File: src/rtl/svi_pkg.sv
// Shared constants, a table and types for the spherical point voxel indexer.
package svi_pkg;

   localparam int SQRT_STEPS   = 16;
   localparam int CORDIC_STEPS = 20;
   localparam int LN_STEPS     = 16;
   localparam int CORDIC_W     = 27;
   localparam int ANGLE_W      = 23;
   localparam int HALF_PI_Q20  = 1647099;
   localparam int LN2_Q16      = 45426;
   localparam int ANGLE_SHIFT  = 22;
   localparam int LIN_SHIFT    = 16;
   localparam int LOG_SHIFT    = 20;

   localparam int ATAN_Q20 [CORDIC_STEPS] = '{
      823550, 486170, 256879, 130396, 65451, 32757, 16383, 8192, 4096, 2048,
      1024, 512, 256, 128, 64, 32, 16, 8, 4, 2
   };

   localparam int CSR_ADDR_W = 3;
   localparam int CSR_DATA_W = 16;

   localparam logic [CSR_ADDR_W-1:0] REG_INV_THETA  = 3'd0;
   localparam logic [CSR_ADDR_W-1:0] REG_INV_PHI    = 3'd1;
   localparam logic [CSR_ADDR_W-1:0] REG_INV_DEPTH  = 3'd2;
   localparam logic [CSR_ADDR_W-1:0] REG_ROW_CNT    = 3'd3;
   localparam logic [CSR_ADDR_W-1:0] REG_COLUMN_CNT = 3'd4;
   localparam logic [CSR_ADDR_W-1:0] REG_DEPTH_CNT  = 3'd5;
   localparam logic [CSR_ADDR_W-1:0] REG_LOG_DEPTH  = 3'd6;

   typedef struct packed {
      logic signed [15:0] x;
      logic signed [15:0] y;
      logic signed [15:0] z;
      logic [15:0]        refl;
   } point_type;

endpackage

File: src/rtl/svi_isqrt.sv
// Pipelined integer square root, one root bit per stage.
module svi_isqrt (
   input  logic        clock,
   input  logic [31:0] val,
   output logic [15:0] root
);

   logic [31:0] v_ff    [svi_pkg::SQRT_STEPS];
   logic [17:0] rem_ff  [svi_pkg::SQRT_STEPS];
   logic [15:0] root_ff [svi_pkg::SQRT_STEPS];

   for (genvar k = 0; k < svi_pkg::SQRT_STEPS; k++) begin : g_stage
      logic [31:0] v_prev;
      logic [17:0] rem_prev;
      logic [15:0] root_prev;
      logic [19:0] rem_sh;
      logic [19:0] trial;
      logic [17:0] rem_in;
      logic [15:0] root_in;

      if (k == 0) begin : g_first
         assign v_prev    = val;
         assign rem_prev  = '0;
         assign root_prev = '0;
      end else begin : g_next
         assign v_prev    = v_ff[k-1];
         assign rem_prev  = rem_ff[k-1];
         assign root_prev = root_ff[k-1];
      end

      always_comb begin
         rem_sh = {rem_prev, v_prev[31-2*k -: 2]};
         trial  = {2'b00, root_prev, 2'b01};
         if (rem_sh >= trial) begin
            rem_in  = 18'(rem_sh - trial);
            root_in = {root_prev[14:0], 1'b1};
         end else begin
            rem_in  = rem_sh[17:0];
            root_in = {root_prev[14:0], 1'b0};
         end
      end

      always_ff @(posedge clock) begin
         v_ff[k]    <= v_prev;
         rem_ff[k]  <= rem_in;
         root_ff[k] <= root_in;
      end
   end

   assign root = root_ff[svi_pkg::SQRT_STEPS-1];

endmodule

File: config.mk
export PLATFORM = sky130hd
export DESIGN_NAME = svi_isqrt
export DESIGN_NICKNAME = d
export VERILOG_FILES = /design/src/rtl/svi_pkg.sv /design/src/rtl/svi_isqrt.sv
export SDC_FILE = /design/constraint.sdc
export NUM_CORES = 1
export LEC_CHECK = 0
export BUFFER_PORTS_ARGS = -buffer_cell sky130_fd_sc_hd__buf_4
export CELL_PAD_IN_SITES_DETAIL_PLACEMENT = 0
export CELL_PAD_IN_SITES_GLOBAL_PLACEMENT = 1
export CORE_MARGIN = 8
export CORE_UTILIZATION = 50
export DETAILED_ROUTE_END_ITERATION = 10
export PLACE_DENSITY = 0.91
export SLEW_MARGIN = 20
export SYNTH_ARGS = -nofsm -noshare
export SYNTH_HDL_FRONTEND = slang
export SYNTH_SLANG_ARGS = --single-unit
File: constraint.sdc
create_clock -name clock -period 4.1 [get_ports clock]
set_input_delay 0.205 -clock clock [delete_from_list [all_inputs] [get_ports clock]]
set_output_delay 0.205 -clock clock [all_outputs]
set_load 0.02 [all_outputs]
## Word-level counts from Yosys, hierarchy flattened

Memories as Yosys holds them, arrays and structs flattened.
Cells that the tools add are included.

- Register bits after elaboration: 0
- Bits in writable memories: 1056
- Input bits: 33
- Output and inout port bits: 16
- Word-level logic and storage cells: 67
- Memories kept: 3

Memory list:

| name | depth | width | read ports | clocked after Yosys merged registers in | write ports | RTL line | text |
|---|---|---|---|---|---|---|---|
| v_ff | 16 | 32 | 15 | 0 | 16 | svi_isqrt.sv:8 | `logic [31:0] v_ff [svi_pkg::SQRT_STEPS];` |
| rem_ff | 16 | 18 | 15 | 0 | 16 | svi_isqrt.sv:9 | `logic [17:0] rem_ff [svi_pkg::SQRT_STEPS];` |
| root_ff | 16 | 16 | 16 | 0 | 16 | svi_isqrt.sv:10 | `logic [15:0] root_ff [svi_pkg::SQRT_STEPS];` |

- Add/sub/neg operators: 16
- $lt $le $gt $ge: 16
- Multiplexer cells: 32

Operators with widths:

| cell | number |
|---|---|
| $ge A20 B18 Y1 | 15 |
| $mux W18 | 16 |
| $sub A18 B18 Y18 | 15 |
| $mux W1 | 16 |
| $sub A2 B1 Y3 const B | 1 |
| $ge A2 B1 Y1 const B | 1 |

## Longest topological paths before layout

An unclocked memory read counts as a cell.

- Word-level depth: 3
- Gate-level depth with buffers: 11
- Gate-level depth less buffers: 10

## Worst setup path after synthesis

Ideal clock, no wire load.

- Path kind: register to register
- Start: mem root_ff[10][0] (netlist: root_ff[1][32])
- End: mem rem_ff[11][9] (netlist: rem_ff[1][63])
- Library setup time: 0.121 ns
- Arrival time: 2.343 ns
- Data required time: 3.979 ns
- Path slack: 1.636 ns
- Stages on the path, launching flop included: 10
- Path buffers: 1
- Period minus slack after synthesis: 2.464 ns
- Cell sequence: dfxtp_1 inv_1 ha_1 nor2b_1 o31ai_1 a211oi_1 a211oi_1 o21ai_1 buf_2 mux2_2

RTL lines:

| what | RTL line |
|---|---|
| start: declaration | svi_isqrt.sv:10 |
| end: declaration | svi_isqrt.sv:9 |

==> out/metrics.cfg <==
[layout]
fill_cells=3651
area_growth_syn_to_layout_pct=15.01
fin_nets=2461
post-route-cell-area_um2=25800
final_util_pct=58.35
finalNonFillerCells=2913
drive_above_1_share_pct=8.879

[clock_tree]
htree_levels=2
cts_made_buffers=59
cts.reportedPaths.clkPinSlew_ns=0.06
numClockSinks=626
clk_latency_ns=0.61
cts_tree=built
root_buffer=clkbuf_16
clock_path_buffers=3
cts_resized=0

[floorplanning]
start_util_pct=50.73
io_pins=49
rows=77
core_area_um2=44220
die_h_um=227.8
dieArea_um2=51900
fp.dieW_um=227.8

[route]
drc_errors=0
drt_pre_antenna_iters=5
drt_iter0_markers=834
route.vias.total=14810
routed_wl_um=40730
ant_nets=0
vias_per_cell=5.084
wl_per_cell_um=13.98

[place]
place_congestion=0.8635
dp_cells=2773
port_buffers=48
place_area_um2=23510
dp_slack_ns=1.081
hpwl_um=30040

[yosys]
synth.distinct_cells=74
syn-cell-area_um2=22430
async_flop_share_pct=0
syn_nets=2336
synth-edff-count=0
yosysWarnings=0
syn_avg_cell_area_um2=10.43
ys_seq_elements=626
ys_seq_area_share_pct=55.86
synthCells=2150
synth-main-ff-cell=dfxtp_1

[timing]
final.period_utilization_pct=76.33
skew_ns=0.02036
final-hold-violation-count=0
fin_tns_setup_ns=0
worst_slack_ns=0.9705
worst_pin_slew_ns=0.9563
fmax_ghz=0.3195
hold_ws_ns=0.2305
rsz0062_at_grt=no
finalSetupViolations=0
fin_crit_ns=3.129
relSlewSlack_pct=34.59
slew_viol_final=0

[global_route]
grt_pass1_vias=14563
grt_first_pass_wirelength_um=68130
grt_overflow_total=0
antenna_found_initial=0
grt_max_degree=25
gr-usage-all-layers_pct=15.26

[power_and_ir_drop]
powerDensity_nw_per_um2=623.9
leakagePower_nw=11.98
finalPower_mw=16.10
vdd.ir_drop.worst_uv=414.4

[critical_path]
cp_cell_sequence=inv_1 > ha_1 > nor2b_1 > o31ai_1 > a211oi_1 > a211oi_1 > o21ai_1 > buf_4 > mux2_2
cp_top_family=compound AO/OA/AOI/OAI gates
max_stage_delay_ns=0.68
path_max_fanout=24
required_ns=4.60
cp.arrival_ns=3.63
worstSetupPathType=reg2reg
crit_buf_inv=2
cp-start-kind=flip-flop
end_kind=flip-flop
critPathSlowestCell=a211oi_1
crit_top_cell=a211oi_1

[min_path]
min_path_type=in2reg

[run]
drv_cap=0

[run_status]
status=finished clean

[Yosys cell counts, types with 18 or more instances]
cell type | count | area [um2]
xor2_1 | 86 | 753.2
nand3_1 | 37 | 185.2
nor2_1 | 124 | 465.5
nand2_1 | 127 | 476.7
a21o_1 | 25 | 187.7
inv_1 | 188 | 705.7
xnor2_1 | 95 | 832.1
nor3_1 | 53 | 265.3
nand2b_1 | 29 | 181.4
ha_1 | 153 | 1914
clkbuf_1 | 18 | 67.56
o21a_1 | 29 | 217.7
or3_1 | 30 | 187.7
a21oi_1 | 121 | 605.6
nor2b_1 | 25 | 156.4
o21ai_0 | 126 | 630.6
mux2_2 | 28 | 315.3
nor4_1 | 26 | 162.7
dfxtp_1 | 626 | 12530
[layout by cell type (no fill, tap or decap), types with 33 or more instances in the layout]
master / synthesis / final
a21oi_1: 121 / 121
buf_4: 2 / 56
clkbuf_16: 0 / 59
dfxtp_1: 626 / 626
dlygate4sd3_1: 0 / 33
ha_1: 153 / 153
inv_1: 188 / 188
nand2_1: 127 / 127
nand3_1: 37 / 37
nor2_1: 124 / 124
nor3_1: 53 / 53
o21ai_0: 126 / 125
xnor2_1: 95 / 95
xor2_1: 86 / 86
[power by group]
| group | internal (mW) | total [mW] | switching [mW] |
|---|---|---|---|
| sequential | 7.17 | 7.90 | 0.733 |
| combinational | 1.38 | 2.89 | 1.51 |
| clock | 3.08 | 5.30 | 2.22 |
[final cells by class]
type	instances	area, um2	share of cell area, %
inverters	190	713.2	2.764
well taps	592	740.7	2.871
diodes	1	2.502	0.009698
clock inverters	16	196.4	0.7613
multi-input cells	1309	9114	35.32
flip-flops and latches	626	12530	48.57
clock buffers	90	1753	6.794
repair buffers	89	750.7	2.910
[final timing paths]
path | start | to | slack [ns] | cells past startpoint
max | root_ff[1][32]$_DFF_P_ | rem_ff[1][63]$_DFF_P_ | 0.97 | 9
min | val[15] | v_ff[0][15]$_DFF_P_ | 0.23 | 2
max reg2reg | root_ff[1][32]$_DFF_P_ | rem_ff[1][63]$_DFF_P_ | 0.97 | 9
min reg2reg | v_ff[0][145]$_DFF_P_ | v_ff[0][177]$_DFF_P_ | 0.32 | 0
[state kept, by name, indices dropped and copies added, names as in the netlist]
register  cells
rem_ff      250
v_ff        240
root_ff     136
[routing by layer]
| layer | global-route usage (%) | wire (um) | up-vias | part of all wire, % |
|---|---|---|---|---|
| li1 | - | - | 7590 | - |
| met4 | 5.409 | 973 | 0 | 2.4 |
| met5 | 0 | 0 | - | 0 |
| met2 | 26.27 | 19350 | 292 | 48 |
| met3 | 2.544 | 1732 | 69 | 4.3 |
| met1 | 19.13 | 18680 | 6859 | 46 |
[cell families (layout without fill, tap and decap cells)]
group,after synthesis,in the layout,share of synthesized area [%]
adders and majority gates,153,153,8.533
xor gates and xnor gates,181,181,7.066
other,1,2,0.01672
muxes,37,37,1.829
buffers and inverters,215,385,3.659
DFF,626,626,55.86
AOI/OAI and AO/OA,393,393,10.63
and+or+nand+nor,544,544,12.40
[worst register-to-register path, stage by stage, from the launching register on]
cell	delay, ns
dfxtp_1	0.33
inv_1	0.04
ha_1	0.35
nor2b_1	0.18
o31ai_1	0.50
a211oi_1	0.21
a211oi_1	0.68
o21ai_1	0.16
buf_4	0.26
mux2_2	0.32
[repair_timing]
action                     4_1_cts  5_1_grt
setup endpoints to repair        0        0
hold buffers                    33        0
hold endpoints to repair        33        0
buffers inserted                 0        0
No activity file was read; power rests on OpenSTA's default activity.
