**config.mk**
```make
export PLATFORM = sky130hd
export DESIGN_NAME = svi_cordic
export DESIGN_NICKNAME = d
export VERILOG_FILES = /design/src/rtl/svi_pkg.sv /design/src/rtl/svi_cordic.sv
export SDC_FILE = /design/constraint.sdc
export NUM_CORES = 2
export LEC_CHECK = 0
export BUFFER_PORTS_ARGS = -buffer_cell sky130_fd_sc_hd__buf_2
export CAP_MARGIN = 20
export CORE_UTILIZATION = 55
export DETAILED_ROUTE_END_ITERATION = 10
export GPL_TIMING_DRIVEN = 0
export PLACE_DENSITY = 0.71
export SYNTH_ARGS = -nofsm -noshare
export SYNTH_HDL_FRONTEND = slang
export SYNTH_SLANG_ARGS = --single-unit
```
**constraint.sdc**
```tcl
create_clock -name clock -period 6.3 [get_ports clock]
set_clock_uncertainty 0.2 [all_clocks]
set_input_delay 0.63 -clock clock [delete_from_list [all_inputs] [get_ports clock]]
set_output_delay 0.63 -clock clock [all_outputs]
set_load 0.01 [all_outputs]
```
**src/rtl/svi_pkg.sv**
```systemverilog
// Shared constants, a table and types for the spherical point voxel indexer.
package svi_pkg;

   localparam int SQRT_STEPS   = 16;
   localparam int CORDIC_STEPS = 20;
   localparam int LN_STEPS     = 16;
   localparam int CORDIC_W     = 27;
   localparam int ANGLE_W      = 23;
   localparam int HALF_PI_Q20  = 1647099;
   localparam int LN2_Q16      = 45426;
   localparam int ANGLE_SHIFT  = 22;
   localparam int LIN_SHIFT    = 16;
   localparam int LOG_SHIFT    = 20;

   localparam int ATAN_Q20 [CORDIC_STEPS] = '{
      823550, 486170, 256879, 130396, 65451, 32757, 16383, 8192, 4096, 2048,
      1024, 512, 256, 128, 64, 32, 16, 8, 4, 2
   };

   localparam int CSR_ADDR_W = 3;
   localparam int CSR_DATA_W = 16;

   localparam logic [CSR_ADDR_W-1:0] REG_INV_THETA  = 3'd0;
   localparam logic [CSR_ADDR_W-1:0] REG_INV_PHI    = 3'd1;
   localparam logic [CSR_ADDR_W-1:0] REG_INV_DEPTH  = 3'd2;
   localparam logic [CSR_ADDR_W-1:0] REG_ROW_CNT    = 3'd3;
   localparam logic [CSR_ADDR_W-1:0] REG_COLUMN_CNT = 3'd4;
   localparam logic [CSR_ADDR_W-1:0] REG_DEPTH_CNT  = 3'd5;
   localparam logic [CSR_ADDR_W-1:0] REG_LOG_DEPTH  = 3'd6;

   typedef struct packed {
      logic signed [15:0] x;
      logic signed [15:0] y;
      logic signed [15:0] z;
      logic [15:0]        refl;
   } point_type;

endpackage

```
**src/rtl/svi_cordic.sv**
```systemverilog
// Pipelined vectoring CORDIC giving atan2(y, x) for x >= 0 in Q20 radians.
module svi_cordic (
   input  logic                                clock,
   input  logic [15:0]                         x_in,
   input  logic signed [15:0]                  y_in,
   output logic signed [svi_pkg::ANGLE_W-1:0]  angle
);

   localparam int AW = svi_pkg::CORDIC_W;
   localparam int GW = svi_pkg::ANGLE_W;

   logic signed [AW-1:0] a_ff   [svi_pkg::CORDIC_STEPS];
   logic signed [AW-1:0] b_ff   [svi_pkg::CORDIC_STEPS];
   logic signed [GW-1:0] acc_ff [svi_pkg::CORDIC_STEPS];

   logic signed [23:0] a0;
   logic signed [23:0] b0;

   assign a0 = {x_in, 8'h00};
   assign b0 = {y_in, 8'h00};

   for (genvar i = 0; i < svi_pkg::CORDIC_STEPS; i++) begin : g_iter
      logic signed [AW-1:0] a_prev;
      logic signed [AW-1:0] b_prev;
      logic signed [GW-1:0] acc_prev;
      logic signed [AW-1:0] da;
      logic signed [AW-1:0] db;
      logic signed [GW-1:0] step;

      if (i == 0) begin : g_first
         assign a_prev   = AW'(signed'({1'b0, a0[23:0]}));
         assign b_prev   = AW'(b0);
         assign acc_prev = '0;
      end else begin : g_next
         assign a_prev   = a_ff[i-1];
         assign b_prev   = b_ff[i-1];
         assign acc_prev = acc_ff[i-1];
      end

      assign da   = b_prev >>> i;
      assign db   = a_prev >>> i;
      assign step = GW'(svi_pkg::ATAN_Q20[i]);

      always_ff @(posedge clock) begin
         if (!b_prev[AW-1]) begin
            a_ff[i]   <= a_prev + da;
            b_ff[i]   <= b_prev - db;
            acc_ff[i] <= acc_prev + step;
         end else begin
            a_ff[i]   <= a_prev - da;
            b_ff[i]   <= b_prev + db;
            acc_ff[i] <= acc_prev - step;
         end
      end
   end

   assign angle = acc_ff[svi_pkg::CORDIC_STEPS-1];

endmodule

```
## Word-level counts from Yosys, hierarchy flattened

Memories as Yosys holds them, arrays and structs flattened.
Cells that the tools add are included.

| operators by class | value |
|---|---|
| add/subtract/negate cells | 117 |
| muxes and demuxes | 100 |
| bitwise operators | 60 |

Operators by type and width:

| kind | number |
|---|---|
| $mux 27 | 40 |
| $mux 23 | 20 |
| $or 1x1->1 | 60 |
| $add 27x10->27 | 2 |
| $add 27x11->27 | 2 |
| $add 27x12->27 | 2 |
| $add 27x13->27 | 2 |
| $add 27x14->27 | 2 |
| $add 27x15->27 | 2 |
| $add 27x16->27 | 2 |
| $add 27x17->27 | 2 |
| $add 27x18->27 | 2 |
| $add 27x19->27 | 2 |
| $add 27x20->27 | 2 |
| $add 27x21->27 | 2 |
| $add 27x22->27 | 2 |
| $add 27x23->27 | 2 |
| $add 27x24->27 | 2 |
| $add 27x25->27 | 2 |
| $add 27x26->27 | 2 |
| $add 27x8->27 | 2 |
| $add 27x9->27 | 2 |
| $sub 27x10->27 | 2 |
| $sub 27x11->27 | 2 |
| 57 further kinds | 115 |

| word-level totals | value |
|---|---|
| flip-flop bits (word level) | 0 |
| memory bits (writable) | 1540 |
| bits of input ports | 33 |
| output and inout bits | 23 |
| word-level logic and storage cells | 280 |
| memories | 3 |

Memories:

| name | words | bits a word | rd ports | clocked after Yosys merged registers in | wr ports | line | source |
|---|---|---|---|---|---|---|---|
| a_ff | 20 | 27 | 19 | 0 | 20 | svi_cordic.sv:12 | `logic signed [AW-1:0] a_ff [svi_pkg::CORDIC_STEPS];` |
| b_ff | 20 | 27 | 19 | 0 | 20 | svi_cordic.sv:13 | `logic signed [AW-1:0] b_ff [svi_pkg::CORDIC_STEPS];` |
| acc_ff | 20 | 23 | 20 | 0 | 20 | svi_cordic.sv:14 | `logic signed [GW-1:0] acc_ff [svi_pkg::CORDIC_STEPS];` |

## Longest topological paths before layout

An unclocked memory read counts as a cell.

| depth | value |
|---|---|
| word-level depth | 3 |
| mapped depth | 19 |
| depth with buffers taken out | 18 |

## Worst setup path before layout

No wires, ideal clock.

| path | value |
|---|---|
| path type | register -> register |
| start point | memory b_ff[3][26] (netlist name) |
| end point | memory a_ff[13][26] (netlist name) |
| data arrival time | 3721 ps |
| path slack | 2258 ps |
| stages on the path, launching flop included | 15 |
| path buffers | 2 |
| cell sequence | dfxtp_1 -> buf_1 -> clkbuf_1 -> mux2i_1 -> inv_1 -> fa_1 -> nor2b_1 -> o21ai_0 -> a21boi_0 -> o21ai_0 -> o311ai_0 -> o21ai_0 -> o2111ai_1 -> a21oi_1 -> xnor2_1 |

RTL lines:

| what | line |
|---|---|
| from (decl) | svi_cordic.sv:13 |
| to (decl) | svi_cordic.sv:12 |

==> results.json <==
{
  "status": "complete, no violations",
  "gp_congestion": 0.986,
  "fp.dieW_um": 421,
  "vias": 82600,
  "grt_max_degree": 24,
  "yosysWarningCount": 0,
  "synth_most_common_cell": "dfxtp_1",
  "routed_wl_um": 250000,
  "dp.cells": 13800,
  "nFillCells": 15500,
  "drcViolationCount": 0,
  "design.core.area_um2": 174000,
  "r2r_cells": 13,
  "worstSetupPathType": "reg2reg",
  "layout.nets": 13000,
  "setup_viol": 0,
  "end_kind": "flop",
  "cts_buffer_depth": 3,
  "htreeDepth": 4,
  "grt_pass1_vias": 79100,
  "yosys-top-cells-area": "dfxtp_1, ha_1, xnor2_1",
  "cp.arrival_ns": 6.37,
  "tightest_slew_ns": 1.19,
  "io_buffer_count": 54,
  "worstSetupStartpointType": "flop",
  "clock_sinks": 1324,
  "drtIter0Drc": 6078,
  "synth_cells": 11400,
  "area_delta_synth_final_pct": 8.70,
  "grtUsageTotal_pct": 27.3,
  "dpl.hpwl_um": 201000,
  "rows": 153,
  "fin_crit_sh_pct": 93.6,
  "yosysTopAreaCellShare_pct": 27.5,
  "cts_tree": "done",
  "rsz0062_at_grt": "no",
  "setup_tns_ns": 0,
  "ant_nets": 0,
  "ys_dominant_reg_cell": "dfxtp_1",
  "hold_depth": 0,
  "synthTopCellsByCount": "dfxtp_1, ha_1, nor2_1",
  "slew_headroom_pct": 19.7,
  "crit_fanout": 21,
  "antenna_found_initial": 3,
  "worstHoldPathType": "reg2reg",
  "max-cap-violations": 0,
  "synth-edff-count": 0,
  "worstPathRequired_ns": 6.78,
  "cts_root_buf": "clkbuf_16",
  "grt-ovfl-total": 0,
  "hold_violations": 0,
  "stdcell_count": 14000,
  "drt_pass1_iterations": 8,
  "vias_per_cell": 5.89,
  "layout-drive-gt1-share_pct": 4.41,
  "ys_seq_area_share_pct": 27.5,
  "drv_slew": 0,
  "wire_per_inst_um": 17.8,
  "ios": 56,
  "async_reset_ff_share_pct": 0,
  "fmax_ghz": 0.170,
  "post_cts.repair.setup_buffers": 0,
  "initial_core_util_pct": 55.4,
  "ys_seq_elements": 1324,
  "synth_cell_types": 111,
  "die_area_um2": 177000,
  "die_h_um": 421,
  "clkTransAtPathRegs_ns": 0.06,
  "numCtsBuffers": 147,
  "synth.largest_area_cell": "dfxtp_1",
  "period_needed_ns": 5.89,
  "syn_nets": 12800,
  "clk_latency_ns": 0.80,
  "synth.cell_area_um2": 96600,
  "post_synth.cell_area_avg_um2": 8.49,
  "grt_pass1_wl_um": 404000
}
per-stage QoR:
stage | util, % | setup slack (ns) | area, um2 | hold slack (ns)
6_report | 60.2 | 0.406 | 105000 | 0.115
5_1_grt | 60.2 | 0.211 | 105000 | 0.122
4_1_cts | 60.2 | 0.384 | 105000 | 0.0728
3_5_place_dp | 57.3 | 0.410 | 99700 | 0.112
3_3_place_gp | 57.2 | 0.490 | 99700 | 0.110
2_1_floorplan | - | 2.26 | 96600 | 0.110
state kept, by name (all words and copies together) (netlist names):
name / flops
acc_ff: 419
a_ff: 444
b_ff: 461
kinds of logic (layout without fill, tap and decap cells):
family                   after synthesis  after routing  share of synthesized area, %
AO/OA/AOI/OAI                       3099           3099                          20.7
XOR/XNOR                            1490           1490                          13.5
adder cells (fa/ha/maj)             1360           1360                          18.0
buffers and inverters                768           1097                          3.09
flip-flops                          1324           1324                          27.5
multiplexers                          81             81                         0.898
other                                  1              2                       0.00388
AND/OR/NAND/NOR                     3255           3255                          16.4
metal layers:
metal / vias up / GRT usage [%] / wire (um)
li1: 41200 / - / -
met1: 38800 / 37.0 / 116000
met2: 2212 / 45.2 / 114000
met3: 427 / 3.43 / 14100
met4: 0 / 7.73 / 6370
met5: - / 0 / 0
placed cells by master, fill, tap and decap left out, types with 123 or more instances in the layout:
master        n
o21ai_0     531
nor2b_1     180
xnor2_1    1016
a21o_1      411
a31oi_1     139
clkbuf_1    151
o21a_1      171
nand2b_1    127
clkbuf_16   147
nand2_1     589
nand3_1     199
xor2_1      473
inv_1       575
ha_1       1310
nor3_1      381
and3_1      125
a21oi_1    1024
o21bai_1    123
dfxtp_1    1323
nor2_1     1103
worst max-delay path, cell delays in order, from the launching register on:
cell and delay (ns):
dfxtp_2 0.68, clkbuf_1 0.77, clkbuf_1 0.62, nor4_1 0.29, ha_1 0.39, a2111oi_0 0.91, nor4_1 0.22, o21ai_0 0.15
a31oi_1 0.15, o21a_1 0.32, o41ai_2 0.33, o21ai_0 0.26, o31ai_1 0.35, xnor2_1 0.11
worst paths after layout:
check,slack (ns),start,endpoint
worst max-delay path,0.41,b_ff[4][26],a_ff[17][26]
worst min-delay path,0.11,acc_ff[4][10],acc_ff[4][33]
worst max register to register,0.41,b_ff[4][26],a_ff[17][26]
worst min register to register,0.11,acc_ff[4][10],acc_ff[4][33]
what timing repair did:
action / in CTS / in global routing
setup endpoints to repair: 0 / 1
hold buffers: 5 / 0
resized for setup: 0 / 1
endpoints found under the hold margin: 4 / 0
cell type report:
class                           instances  area, um2  share of cell area, %
Timing Repair Buffer                   63        340                  0.324
Clock buffer                          184       4060                   3.87
Multi-Input combinational cell       9286      67100                   63.9
Buffer                                188        805                  0.767
Antenna cell                            1       2.50                0.00238
Clock inverter                         82       1080                   1.03
Sequential cell                      1324      26500                   25.3
Tap cell                             2325       2910                   2.77
Inverter                              580       2180                   2.07
Power is not shown: default switching activity piles up to over one toggle a cycle in this logic, so the estimate is an artifact.
